## src/rtl/core/assert_macros.svh

```systemverilog
// ----------------------------------------------------------------------------
// assert_macros.svh
// Concurrent assertion helpers used by the core controller (met_ctrl).
// ----------------------------------------------------------------------------
`ifndef ASSERT_MACROS_SVH
`define ASSERT_MACROS_SVH

`ifndef SYNTHESIS
// prop must hold at every clock edge outside reset
`define ASSERT_CLK(lbl, clk, rst_n, prop, msg) \
    lbl: assert property (@(posedge clk) disable iff (!rst_n) prop) else $error(msg);
// expr must never be true at a clock edge outside reset
`define ASSERT_NEVER(lbl, clk, rst_n, expr, msg) \
    lbl: assert property (@(posedge clk) disable iff (!rst_n) !(expr)) else $error(msg);
`else
`define ASSERT_CLK(lbl, clk, rst_n, prop, msg)
`define ASSERT_NEVER(lbl, clk, rst_n, expr, msg)
`endif

`endif

```

## src/rtl/core/met_pkg.sv

```systemverilog
// ----------------------------------------------------------------------------
// met_pkg
// Widths, constants and controller/datapath interface types for the
// escape-time iterator.
// ----------------------------------------------------------------------------
`default_nettype none

package met_pkg;

    localparam int FRAC_BITS = 28;
    localparam int C_W       = 32;
    localparam int CNT_W     = 12;
    localparam int MAG_W     = 40;

    // |z| before the escape test is below 25*2^F + 2^31
    localparam int Z_BASE = (FRAC_BITS + 5 > C_W - 1) ? FRAC_BITS + 5 : C_W - 1;
    localparam int Z_W    = Z_BASE + 2;                 // signed z components
    localparam int M_W    = Z_W - 1;                    // magnitudes
    localparam int PR_W   = 2 * M_W;                    // full products
    localparam int SQ_W   = PR_W - FRAC_BITS;           // squares after shift
    localparam int CR_W   = PR_W - FRAC_BITS + 1;       // 2*zr*zi after shift
    localparam int SUM_W  = SQ_W + 1;

    localparam logic [SUM_W-1:0] ESC_LIMIT   = SUM_W'(25) << FRAC_BITS;
    localparam logic [SUM_W-1:0] MAG_SAT     = SUM_W'({MAG_W{1'b1}});
    localparam logic [MAG_W-1:0] MAG_MAX     = {MAG_W{1'b1}};
    localparam logic [CNT_W-1:0] LIMIT_RESET = CNT_W'(256);

    typedef struct packed {
        logic start;     // load c, z = c, count = 1, clear result
        logic mul;       // register squares and cross product
        logic step;      // form next z, advance count
        logic capture;   // latch escape result
        logic load_out;  // move result into output register
    } t_dp_cmd;

    typedef struct packed {
        logic escape;      // |z|^2 above limit
        logic last;        // current iteration is the final one allowed
        logic limit_zero;  // configured limit is zero
    } t_dp_sts;

endpackage

`default_nettype wire

```

## src/rtl/core/met_ctrl.sv

```systemverilog
// ----------------------------------------------------------------------------
// met_ctrl
// Controller: request handshakes and iteration sequencing.
// ----------------------------------------------------------------------------
`default_nettype none

`include "assert_macros.svh"

module met_ctrl (
    input  wire logic             i_clk,
    input  wire logic             i_rst_n,
    input  wire logic             i_in_valid,
    output logic                  o_in_stall,
    output logic                  o_out_valid,
    input  wire logic             i_out_stall,
    input  wire met_pkg::t_dp_sts i_sts,
    output met_pkg::t_dp_cmd      o_cmd
);

    localparam logic [1:0] S_IDLE = 2'd0;
    localparam logic [1:0] S_MUL  = 2'd1;
    localparam logic [1:0] S_ADD  = 2'd2;
    localparam logic [1:0] S_FIN  = 2'd3;

    logic [1:0] r_state, n_state;
    logic       r_out_valid, n_out_valid;
    logic       out_free;

    assign out_free = !r_out_valid || !i_out_stall;

    always_comb begin
        n_state = r_state;
        o_cmd   = '0;
        unique case (r_state)
            S_IDLE: begin
                if (i_in_valid) begin
                    o_cmd.start = 1'b1;
                    n_state     = i_sts.limit_zero ? S_FIN : S_MUL;
                end
            end
            S_MUL: begin
                o_cmd.mul = 1'b1;
                n_state   = S_ADD;
            end
            S_ADD: begin
                if (i_sts.escape) begin
                    o_cmd.capture = 1'b1;
                    n_state       = S_FIN;
                end else if (i_sts.last) begin
                    n_state = S_FIN;
                end else begin
                    o_cmd.step = 1'b1;
                    n_state    = S_MUL;
                end
            end
            S_FIN: begin
                if (out_free) begin
                    o_cmd.load_out = 1'b1;
                    n_state        = S_IDLE;
                end
            end
            default: n_state = S_IDLE;
        endcase
    end

    always_comb begin
        if (o_cmd.load_out) begin
            n_out_valid = 1'b1;
        end else begin
            n_out_valid = r_out_valid && i_out_stall;
        end
    end

    always_ff @(posedge i_clk) begin
        if (!i_rst_n) begin
            r_state     <= S_IDLE;
            r_out_valid <= 1'b0;
        end else begin
            r_state     <= n_state;
            r_out_valid <= n_out_valid;
        end
    end

    assign o_in_stall  = r_state != S_IDLE;
    assign o_out_valid = r_out_valid;

    `ASSERT_CLK(a_cmd_excl, i_clk, i_rst_n, $onehot0(o_cmd), "datapath commands overlap")
    `ASSERT_CLK(a_step_loop, i_clk, i_rst_n, o_cmd.step |=> r_state == S_MUL, "step did not return to multiply")
    `ASSERT_CLK(a_capture_fin, i_clk, i_rst_n, o_cmd.capture |=> r_state == S_FIN, "escape did not finish the request")
    `ASSERT_CLK(a_load_valid, i_clk, i_rst_n, o_cmd.load_out |=> r_out_valid, "loaded result not presented")
    `ASSERT_NEVER(a_load_overwrite, i_clk, i_rst_n, o_cmd.load_out && r_out_valid && i_out_stall, "result overwritten while stalled")

endmodule

`default_nettype wire
```

## config.mk

```make
export PLATFORM = sky130hd
export DESIGN_NAME = met_ctrl
export DESIGN_NICKNAME = d
export VERILOG_FILES = /design/src/rtl/core/met_pkg.sv /design/src/rtl/core/met_ctrl.sv
export VERILOG_INCLUDE_DIRS = /design/src /design/src/rtl/core
export SDC_FILE = /design/constraint.sdc
export NUM_CORES = 1
export LEC_CHECK = 0
export BUFFER_PORTS_ARGS = -buffer_cell sky130_fd_sc_hd__buf_2
export CORE_AREA = 10 10 47 49
export DETAILED_ROUTE_END_ITERATION = 10
export DIE_AREA = 0 0 57 59
export PLACE_DENSITY = 0.35
export REMOVE_ABC_BUFFERS = 1
export SYNTH_ARGS = -nofsm -noshare
export SYNTH_HDL_FRONTEND = slang
export SYNTH_SLANG_ARGS = --single-unit
```

## constraint.sdc

```tcl
create_clock -name i_clk -period 1.25 [get_ports i_clk]
set_input_delay 0.125 -clock i_clk [delete_from_list [all_inputs] [get_ports i_clk]]
set_output_delay 0.125 -clock i_clk [all_outputs]
set_load 0.005 [all_outputs]
```

==> impl_metrics.prom, run 1 <==
# TYPE chip_impl_metric gauge
chip_impl_metric{name="synth_simple_gate_area_share",unit="%"} 34.3
chip_impl_metric{name="synthCells",unit=""} 20
chip_impl_metric{name="post_synth_fa_ha_maj_area_fraction",unit="%"} 0
chip_impl_metric{name="power.switching",unit="W"} 0.0000898
chip_impl_metric{name="vdd.ir_drop.worst",unit="V"} 0.000670
chip_impl_metric{name="total_number_of_h_tree_levels",unit=""} 1
chip_impl_metric{name="die-height",unit="microns"} 59
chip_impl_metric{name="critical_path_arrival",unit="ns"} 1.04
chip_impl_metric{name="antenna_found_initial",unit=""} 0
chip_impl_metric{name="postRouteWirelength",unit="microns"} 573
chip_impl_metric{name="power-per-cell-area",unit="nW/um^2"} 1200
chip_impl_metric{name="fp.dieArea",unit="sq um"} 3360
chip_impl_metric{name="clockBufferDepth",unit=""} 2
chip_impl_metric{name="total_core_area",unit="sq um"} 1400
chip_impl_metric{name="multi_input_area",unit="sq um"} 113
chip_impl_metric{name="grt_start_max_net_pins",unit=""} 10
chip_impl_metric{name="fp-row-count",unit=""} 14
chip_impl_metric{name="finalCoreUtilization",unit="%"} 21.0
chip_impl_metric{name="timing_worst_slew_pin_value",unit="ns"} 0.276
chip_impl_metric{name="grtUsageTotal",unit="%"} 3.63
chip_impl_metric{name="total_via_count_in_the_routed_design",unit=""} 205
chip_impl_metric{name="final_max_slew_viol_count",unit=""} 0
chip_impl_metric{name="area_growth",unit="%"} 71.5
chip_impl_metric{name="hold_viol",unit=""} 0
chip_impl_metric{name="post_synth_instance_area",unit="sq um"} 171
chip_impl_metric{name="leak",unit="nW"} 0.145
chip_impl_metric{name="aggregate_negative_setup_slack",unit="ns"} 0
chip_impl_metric{name="p_sw_share",unit="%"} 25.3
chip_impl_metric{name="timing.final.crit_share",unit="%"} 93.4
chip_impl_metric{name="grt_first_pass_wirelength",unit="microns"} 931
chip_impl_metric{name="intPower",unit="W"} 0.000265
chip_impl_info{name="critical_path_launch_point_type",value="register"} 1
chip_impl_metric{name="netlist_cell_types",unit=""} 14
chip_impl_metric{name="yosys_register_bits",unit=""} 3
chip_impl_metric{name="post_route_cells_drive_above_1_share",unit="%"} 54.1
chip_impl_metric{name="cts.reportedPaths.clkPinSlew",unit="ns"} 0.03
chip_impl_info{name="grt_setup_unrepaired",value="no"} 1
chip_impl_metric{name="finalCriticalPeriod",unit="ns"} 1.17
chip_impl_info{name="run_status",value="completed"} 1
chip_impl_metric{name="overflow",unit=""} 0
chip_impl_info{name="endpoint_kind",value="output pin"} 1
chip_impl_metric{name="place.gp.congestion",unit=""} 0.609
chip_impl_metric{name="synth.area.mux_share",unit="%"} 0
chip_impl_metric{name="post_synth_xor_area_fraction",unit="%"} 0
chip_impl_metric{name="cts-buffers-inserted",unit=""} 3
chip_impl_metric{name="first_global_vias",unit=""} 201
chip_impl_metric{name="slew_headroom",unit="%"} 81.5
chip_impl_metric{name="layout.nets",unit=""} 45
chip_impl_metric{name="initialDrtViolationCount",unit=""} 8
chip_impl_metric{name="floorplan.io_pins",unit=""} 14
chip_impl_metric{name="portBuffers",unit=""} 13
chip_impl_metric{name="die_width",unit="microns"} 57
chip_impl_metric{name="cts_num_sinks",unit=""} 3
chip_impl_metric{name="fmaxAchievable",unit="MHz"} 857
chip_impl_metric{name="required",unit="ns"} 1.12
chip_impl_metric{name="drt_pre_antenna_iters",unit=""} 4
chip_impl_metric{name="cp_max_fo",unit=""} 8
chip_impl_metric{name="share_comb_of_total_power",unit="%"} 19.6
chip_impl_metric{name="avgSynthCellArea",unit="sq um"} 8.57
chip_impl_metric{name="synth_compound_area_share",unit="%"} 26.3
chip_impl_info{name="hold_path_class",value="in -> reg"} 1
chip_impl_metric{name="initial_util",unit="%"} 12.2
chip_impl_metric{name="antenna_left",unit=""} 0
chip_impl_metric{name="viasPerCell",unit=""} 3.87
chip_impl_info{name="clk_root_buffer_cell",value="clkbuf_4"} 1
chip_impl_metric{name="layout.area.seq",unit="sq um"} 62.6
chip_impl_metric{name="fin_worst_skew",unit="ns"} 0.00182
chip_impl_metric{name="clkPwrFrac",unit="%"} 45.9
chip_impl_info{name="path_class",value="reg -> out"} 1
chip_impl_info{name="main_combinational_cell_family_by_area_after_synthesis",value="simple AND/OR/NAND/NOR gates"} 1
chip_impl_metric{name="routed_wire_length_per_instance",unit="microns"} 10.8
chip_impl_info{name="tritoncts_clock_tree",value="yes"} 1
chip_impl_metric{name="setup_violations",unit=""} 0
chip_impl_metric{name="maxCapViolations",unit=""} 0
chip_impl_metric{name="register_area_share_after_synthesis",unit="%"} 35.0
chip_impl_metric{name="detail_route.drc_violations",unit=""} 0
chip_impl_metric{name="holdBufCountCts",unit=""} 0
chip_impl_metric{name="antenna_cells",unit=""} 0
chip_impl_metric{name="fillerInstances",unit=""} 166
chip_impl_metric{name="power.share.sequential",unit="%"} 34.5
chip_impl_metric{name="clock_insertion_delay_worst_skew",unit="ns"} 0.23
chip_impl_metric{name="yosys_warnings",unit=""} 0
==> synth_stat cells (all sizes together) <==
cell / n / area [sq um]
a2111oi: 1 / 15.0
a211oi: 1 / 7.51
a21oi: 3 / 15.0
and2: 1 / 6.26
and3b: 1 / 8.76
dfxtp: 3 / 60.1
inv: 2 / 7.51
nand2: 2 / 7.51
nand3: 1 / 5.00
nor2: 1 / 3.75
nor2b: 1 / 6.26
nor4b: 1 / 15.0
o21bai: 1 / 7.51
or2: 1 / 6.26
==> layout make-up <==
class | instances | share of cell area, %
Clock buffer | 4 | 8.94
Timing Repair Buffer | 13 | 22.1
Inverter | 2 | 2.55
Tap cell | 16 | 6.81
Sequential cell | 3 | 21.3
Multi-Input combinational cell | 15 | 38.3
==> per-stage QoR <==
| step | power (W) | cell area [sq um] | setup WS [ns] | hold WS (ns) | instances |
|---|---|---|---|---|---|
| 2_1_floorplan | 0.000150 | 171 | 0.316 | 0.284 | 20 |
| 3_3_place_gp | 0.000189 | 256 | 0.187 | 0.438 | 49 |
| 3_5_place_dp | 0.000188 | 256 | 0.159 | 0.413 | 49 |
| 4_1_cts | 0.000364 | 293 | 0.0132 | 0.174 | 53 |
| 5_1_grt | 0.000388 | 294 | 0.0188 | 0.186 | 53 |
| 6_report | 0.000354 | 294 | 0.0825 | 0.177 | 53 |
==> final timing paths <==
kind,to,depth (start not counted),startpoint,slack (ns)
setup / recovery,o_cmd[2],2,r_state[0]$_SDFFE_PN0P_,0.08
hold / removal,o_out_valid$_SDFF_PN0_,3,i_rst_n,0.18
setup reg to reg,r_state[1]$_SDFFE_PN0P_,2,r_state[1]$_SDFFE_PN0P_,0.28
hold reg to reg,r_state[0]$_SDFFE_PN0P_,2,o_out_valid$_SDFF_PN0_,0.52
==> critical path: stages (launching register included) <==
cell	delay [ns]
dfxtp_2	0.35
nor4b_4	0.30
buf_2	0.17
==> flip-flops by register name (all words and copies together), names as in the netlist <==
name,count
o_out_valid,1
r_state,2
==> logic make-up after synthesis <==
logic type | count (synthesis)
AND/OR/NAND/NOR | 9
AO/OA/AOI/OAI | 6
flip-flops | 3
buffers and inverters | 2
==> power by group through the flow <==
| stage | Sequential [W] | Clock, W | Combinational, W |
|---|---|---|---|
| finish | 0.000122 | 0.000163 | 0.0000695 |
| global placement | 0.000121 | 0 | 0.0000683 |
| CTS | 0.000122 | 0.000172 | 0.0000705 |
| global route | 0.000125 | 0.000186 | 0.0000775 |
| detailed placement | 0.000121 | 0 | 0.0000667 |
| floorplan | 0.000117 | 0 | 0.0000337 |
==> repair_timing <==
item,in CTS,in global routing
setup endpoints to repair,1,3
endpoints found under the hold margin,0,0
resized for setup,2,1
buffers inserted,0,0
pin swaps,1,0
==> cells in the final DEF, fill, tap and decap left out, drive strengths merged <==
| master | instances |
|---|---|
| a2111oi | 1 |
| a211oi | 1 |
| a21oi | 3 |
| and2 | 1 |
| and3b | 1 |
| buf | 13 |
| clkbuf | 4 |
| dfxtp | 3 |
| inv | 2 |
| nand2 | 2 |
| nand3 | 1 |
| nor2 | 1 |
| nor2b | 1 |
| nor4b | 1 |
| o21bai | 1 |
| or2 | 1 |
==> per-layer routing <==
metal / wire length (microns) / up-vias / GRT usage (%)
met2: 132 / 18 / 2.95
met5: 0 / - / 0
met3: 96 / 0 / 4.51
li1: - / 109 / -
met4: 0 / 0 / 1.01
met1: 344 / 78 / 4.88
(Power assumes the default switching activity.)
==> run 2: changes to the inputs <==
==> constraint.sdc (replaced) <==
create_clock -name i_clk -period 1.25 [get_ports i_clk]
set_input_delay 0.375 -clock i_clk [delete_from_list [all_inputs] [get_ports i_clk]]
set_output_delay 0.375 -clock i_clk [all_outputs]
set_load 0.005 [all_outputs]
==> impl_metrics.prom, run 2 (synthesis results as in run 1) <==
# TYPE chip_impl_metric gauge
chip_impl_metric{name="timing.reg2reg.setup_slack",unit="ns"} 0.09
chip_impl_info{name="layout.cells.most_common",value="buf_2"} 1
chip_impl_metric{name="initial_util",unit="%"} 12.2
chip_impl_metric{name="cp_max_fo",unit=""} 6
chip_impl_info{name="critical_path_launch_point_type",value="register"} 1
chip_impl_metric{name="post-dp-hpwl",unit="microns"} 490
chip_impl_metric{name="critical_path_arrival",unit="ns"} 1.02
chip_impl_info{name="largest-register",value="r_state"} 1
chip_impl_info{name="min_from",value="i_rst_n"} 1
chip_impl_info{name="clk_root_buffer_cell",value="clkbuf_4"} 1
chip_impl_metric{name="total_core_area",unit="sq um"} 1400
chip_impl_info{name="run_status",value="complete, but fails checks"} 1
chip_impl_metric{name="holdBufCountCts",unit=""} 0
chip_impl_metric{name="total_via_count_in_the_routed_design",unit=""} 217
chip_impl_metric{name="clockBufferDepth",unit=""} 2
chip_impl_metric{name="final_max_slew_viol_count",unit=""} 0
chip_impl_metric{name="fin_worst_skew",unit="ns"} 0.00161
chip_impl_metric{name="postRouteWirelength",unit="microns"} 623
chip_impl_info{name="tritoncts_clock_tree",value="yes"} 1
chip_impl_metric{name="fp.dieArea",unit="sq um"} 3360
chip_impl_metric{name="antenna_left",unit=""} 0
chip_impl_info{name="grt_setup_unrepaired",value="yes"} 1
chip_impl_metric{name="power-per-cell-area",unit="nW/um^2"} 1130
chip_impl_metric{name="required",unit="ns"} 0.88
chip_impl_metric{name="aggregate_negative_setup_slack",unit="ns"} -0.489
chip_impl_metric{name="floorplan.io_pins",unit=""} 14
chip_impl_metric{name="cts-buffers-inserted",unit=""} 3
chip_impl_metric{name="antenna_found_initial",unit=""} 0
chip_impl_metric{name="drt_pre_antenna_iters",unit=""} 2
chip_impl_metric{name="cts.reportedPaths.clkPinSlew",unit="ns"} 0.04
chip_impl_metric{name="clock_insertion_delay_worst_skew",unit="ns"} 0.23
chip_impl_metric{name="hold_slack",unit="ns"} 0.417
chip_impl_metric{name="antenna_cells",unit=""} 0
chip_impl_metric{name="grt_first_pass_wirelength",unit="mm"} 1.06
chip_impl_metric{name="clkPwrFrac",unit="%"} 44.3
chip_impl_metric{name="maxCapViolations",unit=""} 0
chip_impl_info{name="reg_to_reg_start",value="r_state[1]$_SDFFE_PN0P_"} 1
chip_impl_metric{name="timing.final.crit_share",unit="%"} 111
chip_impl_metric{name="min_delay_path_depth",unit=""} 3
chip_impl_metric{name="share_comb_of_total_power",unit="%"} 23.9
chip_impl_metric{name="die-height",unit="microns"} 59
chip_impl_metric{name="hold_viol",unit=""} 0
chip_impl_info{name="hold_path_class",value="in -> reg"} 1
chip_impl_metric{name="grtUsageTotal",unit="%"} 4.19
chip_impl_metric{name="layout.nets",unit=""} 50
chip_impl_info{name="most-common-layout-cells",value="buf_2 (13), buf_4 (4), a21oi_1 (3), clkbuf_4 (3)"} 1
chip_impl_metric{name="overflow",unit=""} 0
chip_impl_metric{name="finalCoreUtilization",unit="%"} 24.1
chip_impl_metric{name="routed_wire_length_per_instance",unit="microns"} 10.7
chip_impl_metric{name="p_sw_share",unit="%"} 26.0
chip_impl_metric{name="placement.cell_area",unit="sq um"} 279
chip_impl_metric{name="intPower",unit="W"} 0.000282
chip_impl_metric{name="largest_register_ff_count",unit=""} 2
chip_impl_metric{name="power.switching",unit="W"} 0.0000991
chip_impl_metric{name="first_global_vias",unit=""} 252
chip_impl_metric{name="detail_route.drc_violations",unit=""} 0
chip_impl_metric{name="post_route_cells_drive_above_1_share",unit="%"} 59.5
chip_impl_metric{name="ff2ff_path_depth",unit=""} 4
chip_impl_metric{name="area_growth",unit="%"} 97.1
chip_impl_info{name="r2r_end",value="r_state[1]$_SDFFE_PN0P_"} 1
chip_impl_metric{name="initialDrtViolationCount",unit=""} 1
chip_impl_metric{name="stdcell_area",unit="sq um"} 338
chip_impl_metric{name="finalCriticalPeriod",unit="ns"} 1.39
chip_impl_metric{name="power.share.sequential",unit="%"} 31.8
chip_impl_metric{name="cts_num_sinks",unit=""} 3
chip_impl_metric{name="fp-row-count",unit=""} 14
chip_impl_info{name="path_class",value="reg -> out"} 1
chip_impl_metric{name="pre_cts_ws",unit="ns"} -0.0570
chip_impl_info{name="violations",value="setup timing"} 1
chip_impl_metric{name="viasPerCell",unit=""} 3.74
chip_impl_info{name="hold_path_end",value="r_state[1]$_SDFFE_PN0P_"} 1
chip_impl_metric{name="total_number_of_h_tree_levels",unit=""} 1
chip_impl_metric{name="grt_start_max_net_pins",unit=""} 9
chip_impl_metric{name="fmaxAchievable",unit="MHz"} 719
chip_impl_info{name="endpoint_kind",value="output pin"} 1
chip_impl_metric{name="vdd.ir_drop.worst",unit="V"} 0.000300
chip_impl_metric{name="leak",unit="nW"} 0.173
chip_impl_metric{name="slew_headroom",unit="%"} 79.6
chip_impl_metric{name="timing_worst_slew_pin_value",unit="ns"} 0.304
chip_impl_metric{name="portBuffers",unit=""} 13
chip_impl_metric{name="place.gp.congestion",unit=""} 0.603
chip_impl_metric{name="die_width",unit="microns"} 57
chip_impl_metric{name="setup_violations",unit=""} 6
chip_impl_metric{name="fin_ws",unit="ns"} -0.140
==> run 2: cell count changes in the layout (fill, tap and decap cells not counted) <==
cell     before  now
buf_4         0    4
buf_6         0    1
dfxtp_2       2    1
dfxtp_4       0    1
==> run 2: critical path, cell delays in order, from the launching register on <==
cell,delay [ns]
dfxtp_2,0.34
nor4b_4,0.28
buf_2,0.16
==> run 2: layer usage <==
metal  vias to the layer above  GRT usage (%)  share of wire [%]
li1                        115              -                  -
met1                        88           5.46                 57
met2                        14           3.88                 30
met3                         0           3.00                 13
met4                         0           4.03                  0
met5                         -              0                  0
==> run 2: area by class of cell <==
| type | count | area (sq um) |
|---|---|---|
| Multi-Input combinational cell | 15 | 113 |
| Timing Repair Buffer | 18 | 106 |
| Clock buffer | 4 | 26.3 |
| Sequential cell | 3 | 65.1 |
| Tap cell | 16 | 20.0 |
| Inverter | 2 | 7.51 |
| Fill cell | 168 | 1060 |
==> run 2: what timing repair did <==
item	in CTS	in global routing
endpoints found under the setup margin	6	6
pin swaps	1	1
gates resized for setup	5	0
endpoints found under the hold margin	0	0
setup buffers	1	1
==> run 2: power by group through the flow <==
stage	clock network [W]	logic, W	registers, W
global route	0.000194	0.000102	0.000124
floorplan	0	0.0000337	0.000117
finish	0.000169	0.0000911	0.000121
global placement	0	0.0000804	0.000120
CTS	0.000180	0.0000878	0.000121
detailed placement	0	0.0000798	0.000119
==> run 2: worst max path at each step <==
| stage | slack, ns | start | to |
|---|---|---|---|
| final | -0.14 | r_state[0]$_SDFFE_PN0P_ | o_cmd[2] |
| after global routing | -0.23 | r_state[0]$_SDFFE_PN0P_ | o_cmd[4] |
| after CTS | -0.15 | r_state[0]$_SDFFE_PN0P_ | o_cmd[4] |
| after detailed placement | -0.06 | i_sts[1] | o_cmd[2] |
| after global placement | -0.04 | i_sts[1] | o_cmd[2] |
| after floorplan | 0.16 | i_sts[1] | o_cmd[2] |
==> run 2: stage by stage <==
stage          power [W]  std cells
3_5_place_dp    0.000199         52
6_report        0.000381         58
5_1_grt         0.000420         58
4_1_cts         0.000389         57
3_3_place_gp    0.000200         52
2_1_floorplan   0.000150         20
==> run 3: changes to the inputs <==
clock period = 1.3 ns   (was 1.25 ns; I/O delays follow)
==> impl_metrics.prom, run 3 (synthesis results as in run 1) <==
# TYPE chip_impl_metric gauge
chip_impl_metric{name="post_route_cells_drive_above_1_share",unit="%"} 63.4
chip_impl_metric{name="grt_start_max_net_pins",unit=""} 9
chip_impl_metric{name="total_core_area",unit="sq um"} 1400
chip_impl_metric{name="initialDrtViolationCount",unit=""} 2
chip_impl_metric{name="stdcell_area",unit="sq um"} 344
chip_impl_info{name="clk_root_buffer_cell",value="clkbuf_4"} 1
chip_impl_info{name="cpLargestDelayFamily",value="flip-flops"} 1
chip_impl_metric{name="cts_num_sinks",unit=""} 3
chip_impl_metric{name="ff2ff_path_depth",unit=""} 4
chip_impl_info{name="worst_path_max_delay_cell",value="dfxtp_4"} 1
chip_impl_metric{name="grt_first_pass_wirelength",unit="mm"} 1.08
chip_impl_metric{name="number_of_standard_cells_in_the_layout_taps_in_and_fillers_out",unit=""} 57
chip_impl_info{name="tritoncts_clock_tree",value="yes"} 1
chip_impl_metric{name="timing_worst_slew_pin_value",unit="ns"} 0.289
chip_impl_metric{name="viasPerCell",unit=""} 3.88
chip_impl_info{name="critical_path.startpoint",value="r_state[0]$_SDFFE_PN0P_"} 1
chip_impl_metric{name="clock_insertion_delay_worst_skew",unit="ns"} 0.23
chip_impl_metric{name="groute.layer.met3.usage",unit="%"} 4.51
chip_impl_metric{name="grt.met2_usage",unit="%"} 3.72
chip_impl_metric{name="placed_cells",unit=""} 51
chip_impl_info{name="grt_setup_unrepaired",value="yes"} 1
chip_impl_metric{name="cts.reportedPaths.clkPinSlew",unit="ns"} 0.04
chip_impl_metric{name="antenna_cells",unit=""} 0
chip_impl_metric{name="vdd.ir_drop.worst",unit="V"} 0.000492
chip_impl_metric{name="required",unit="ns"} 0.91
chip_impl_metric{name="finalCriticalPeriod",unit="ns"} 1.41
chip_impl_metric{name="largest_register_ff_count",unit=""} 2
chip_impl_metric{name="slew_headroom",unit="%"} 80.6
chip_impl_metric{name="fp-row-count",unit=""} 14
chip_impl_info{name="largest-register",value="r_state"} 1
chip_impl_metric{name="die-height",unit="microns"} 59
chip_impl_info{name="run_status",value="complete, but fails checks"} 1
chip_impl_metric{name="postRouteWirelength",unit="microns"} 684
chip_impl_metric{name="power-per-cell-area",unit="nW/um^2"} 1070
chip_impl_metric{name="die_width",unit="microns"} 57
chip_impl_metric{name="holdBufCountCts",unit=""} 0
chip_impl_metric{name="timing.reg2reg.setup_slack",unit="ns"} 0.12
chip_impl_metric{name="cp_num_cells",unit=""} 2
chip_impl_info{name="violations",value="setup timing"} 1
chip_impl_metric{name="final_max_slew_viol_count",unit=""} 0
chip_impl_metric{name="setup_violations",unit=""} 6
chip_impl_metric{name="routed_wire_length_per_instance",unit="microns"} 12.0
chip_impl_info{name="endpoint_kind",value="output pin"} 1
chip_impl_metric{name="antenna_left",unit=""} 0
chip_impl_info{name="worst_setup_path_endpoint",value="o_cmd[2]"} 1
chip_impl_metric{name="portBuffers",unit=""} 13
chip_impl_metric{name="detail_route.drc_violations",unit=""} 0
chip_impl_info{name="timing.critical_path.cells",value="nor4b_4, buf_2"} 1
chip_impl_metric{name="pre_cts_ws",unit="ns"} -0.0537
chip_impl_info{name="r2r_end",value="r_state[1]$_SDFFE_PN0P_"} 1
chip_impl_metric{name="hold_viol",unit=""} 0
chip_impl_metric{name="area_growth",unit="%"} 101
chip_impl_metric{name="global_route.usage.met1",unit="%"} 5.34
chip_impl_metric{name="antenna_found_initial",unit=""} 0
chip_impl_metric{name="floorplan.io_pins",unit=""} 14
chip_impl_metric{name="layout.nets",unit=""} 49
chip_impl_metric{name="critical_path_buf_inv_count",unit=""} 1
chip_impl_metric{name="initial_util",unit="%"} 12.2
chip_impl_metric{name="min_delay_path_depth",unit=""} 3
chip_impl_metric{name="fin_ws",unit="ns"} -0.115
chip_impl_metric{name="placement.cell_area",unit="sq um"} 272
chip_impl_info{name="path_class",value="reg -> out"} 1
chip_impl_metric{name="drt_pre_antenna_iters",unit=""} 3
chip_impl_metric{name="grtUsageTotal",unit="%"} 4.41
chip_impl_info{name="global_route.peak_usage_layer",value="met1"} 1
chip_impl_metric{name="largest_incremental_delay_on_the_critical_path",unit="ns"} 0.36
chip_impl_metric{name="critical_path_arrival",unit="ns"} 1.02
chip_impl_metric{name="finalCoreUtilization",unit="%"} 24.6
chip_impl_metric{name="overflow",unit=""} 0
chip_impl_info{name="layout.cells.most_common",value="buf_2"} 1
chip_impl_metric{name="cp_max_fo",unit=""} 8
chip_impl_info{name="most-common-layout-cells",value="buf_2 (13), clkbuf_4 (3), buf_4 (3)"} 1
chip_impl_metric{name="maxCapViolations",unit=""} 0
chip_impl_metric{name="fin_worst_skew",unit="ns"} 0.000269
chip_impl_metric{name="cts-buffers-inserted",unit=""} 3
chip_impl_metric{name="leak",unit="nW"} 0.177
chip_impl_info{name="reg_to_reg_start",value="r_state[1]$_SDFFE_PN0P_"} 1
chip_impl_metric{name="timing.final.crit_share",unit="%"} 109
chip_impl_metric{name="post-dp-hpwl",unit="microns"} 490
chip_impl_metric{name="fp.dieArea",unit="sq um"} 3360
chip_impl_info{name="critical_path_launch_point_type",value="register"} 1
chip_impl_metric{name="fmaxAchievable",unit="MHz"} 707
chip_impl_metric{name="clockBufferDepth",unit=""} 2
chip_impl_metric{name="place.gp.congestion",unit=""} 0.620
chip_impl_metric{name="first_global_vias",unit=""} 235
chip_impl_info{name="hold_path_class",value="in -> reg"} 1
chip_impl_metric{name="total_via_count_in_the_routed_design",unit=""} 221
chip_impl_metric{name="total_number_of_h_tree_levels",unit=""} 1
[run 3: tightest hold or removal path: cells and delay by family]
family,cells,cell delay [ns]
buf+inv,2,0.14
compound gates,1,0.10
[run 3: through the flow]
| step | power [W] | hold slack (ns) | TNS, ns |
|---|---|---|---|
| CTS | 0.000366 | 0.435 | -0.402 |
| global route | 0.000409 | 0.437 | -0.780 |
| global placement | 0.000188 | 0.519 | -0.0183 |
| detailed placement | 0.000187 | 0.516 | -0.0537 |
| finish | 0.000367 | 0.439 | -0.374 |
| floorplan | 0.000145 | 0.504 | 0 |
[run 3: repair_timing]
action / 4_1_cts / 5_1_grt
endpoints found under the setup margin: 6 / 6
pin swaps: 2 / 1
hold endpoints to repair: 0 / 0
resized for setup: 4 / 5
buffers inserted: 1 / 1
[run 3: metal layers]
layer,wire [microns],share of wire (%)
met5,0,0
met4,0,0
met3,94,14
met2,229,33
met1,361,53
[run 3: final cells by class]
cell class	count	area, sq um
fillers	173	1060
well taps	16	20.0
repair buffers	17	98.8
inverters	2	7.51
multi-input cells	15	124
clock buffers	4	26.3
flip-flops and latches	3	67.6
[run 3: how the worst min path moves through the flow]
stage                           startpoint                 endpoint  slack, ns
global placement    o_out_valid$_SDFF_PN0_  r_state[0]$_SDFFE_PN0P_       0.52
detailed placement  o_out_valid$_SDFF_PN0_  r_state[0]$_SDFFE_PN0P_       0.52
global route                       i_rst_n   o_out_valid$_SDFF_PN0_       0.44
floorplan           o_out_valid$_SDFF_PN0_  r_state[0]$_SDFFE_PN0P_       0.50
finish                             i_rst_n   o_out_valid$_SDFF_PN0_       0.44
CTS                            i_out_stall  r_state[0]$_SDFFE_PN0P_       0.43
[run 3: power by group]
group | internal, W | switching [W]
Clock | 0.000115 | 0.0000466
Combinational | 0.0000512 | 0.0000350
Sequential | 0.000102 | 0.0000175
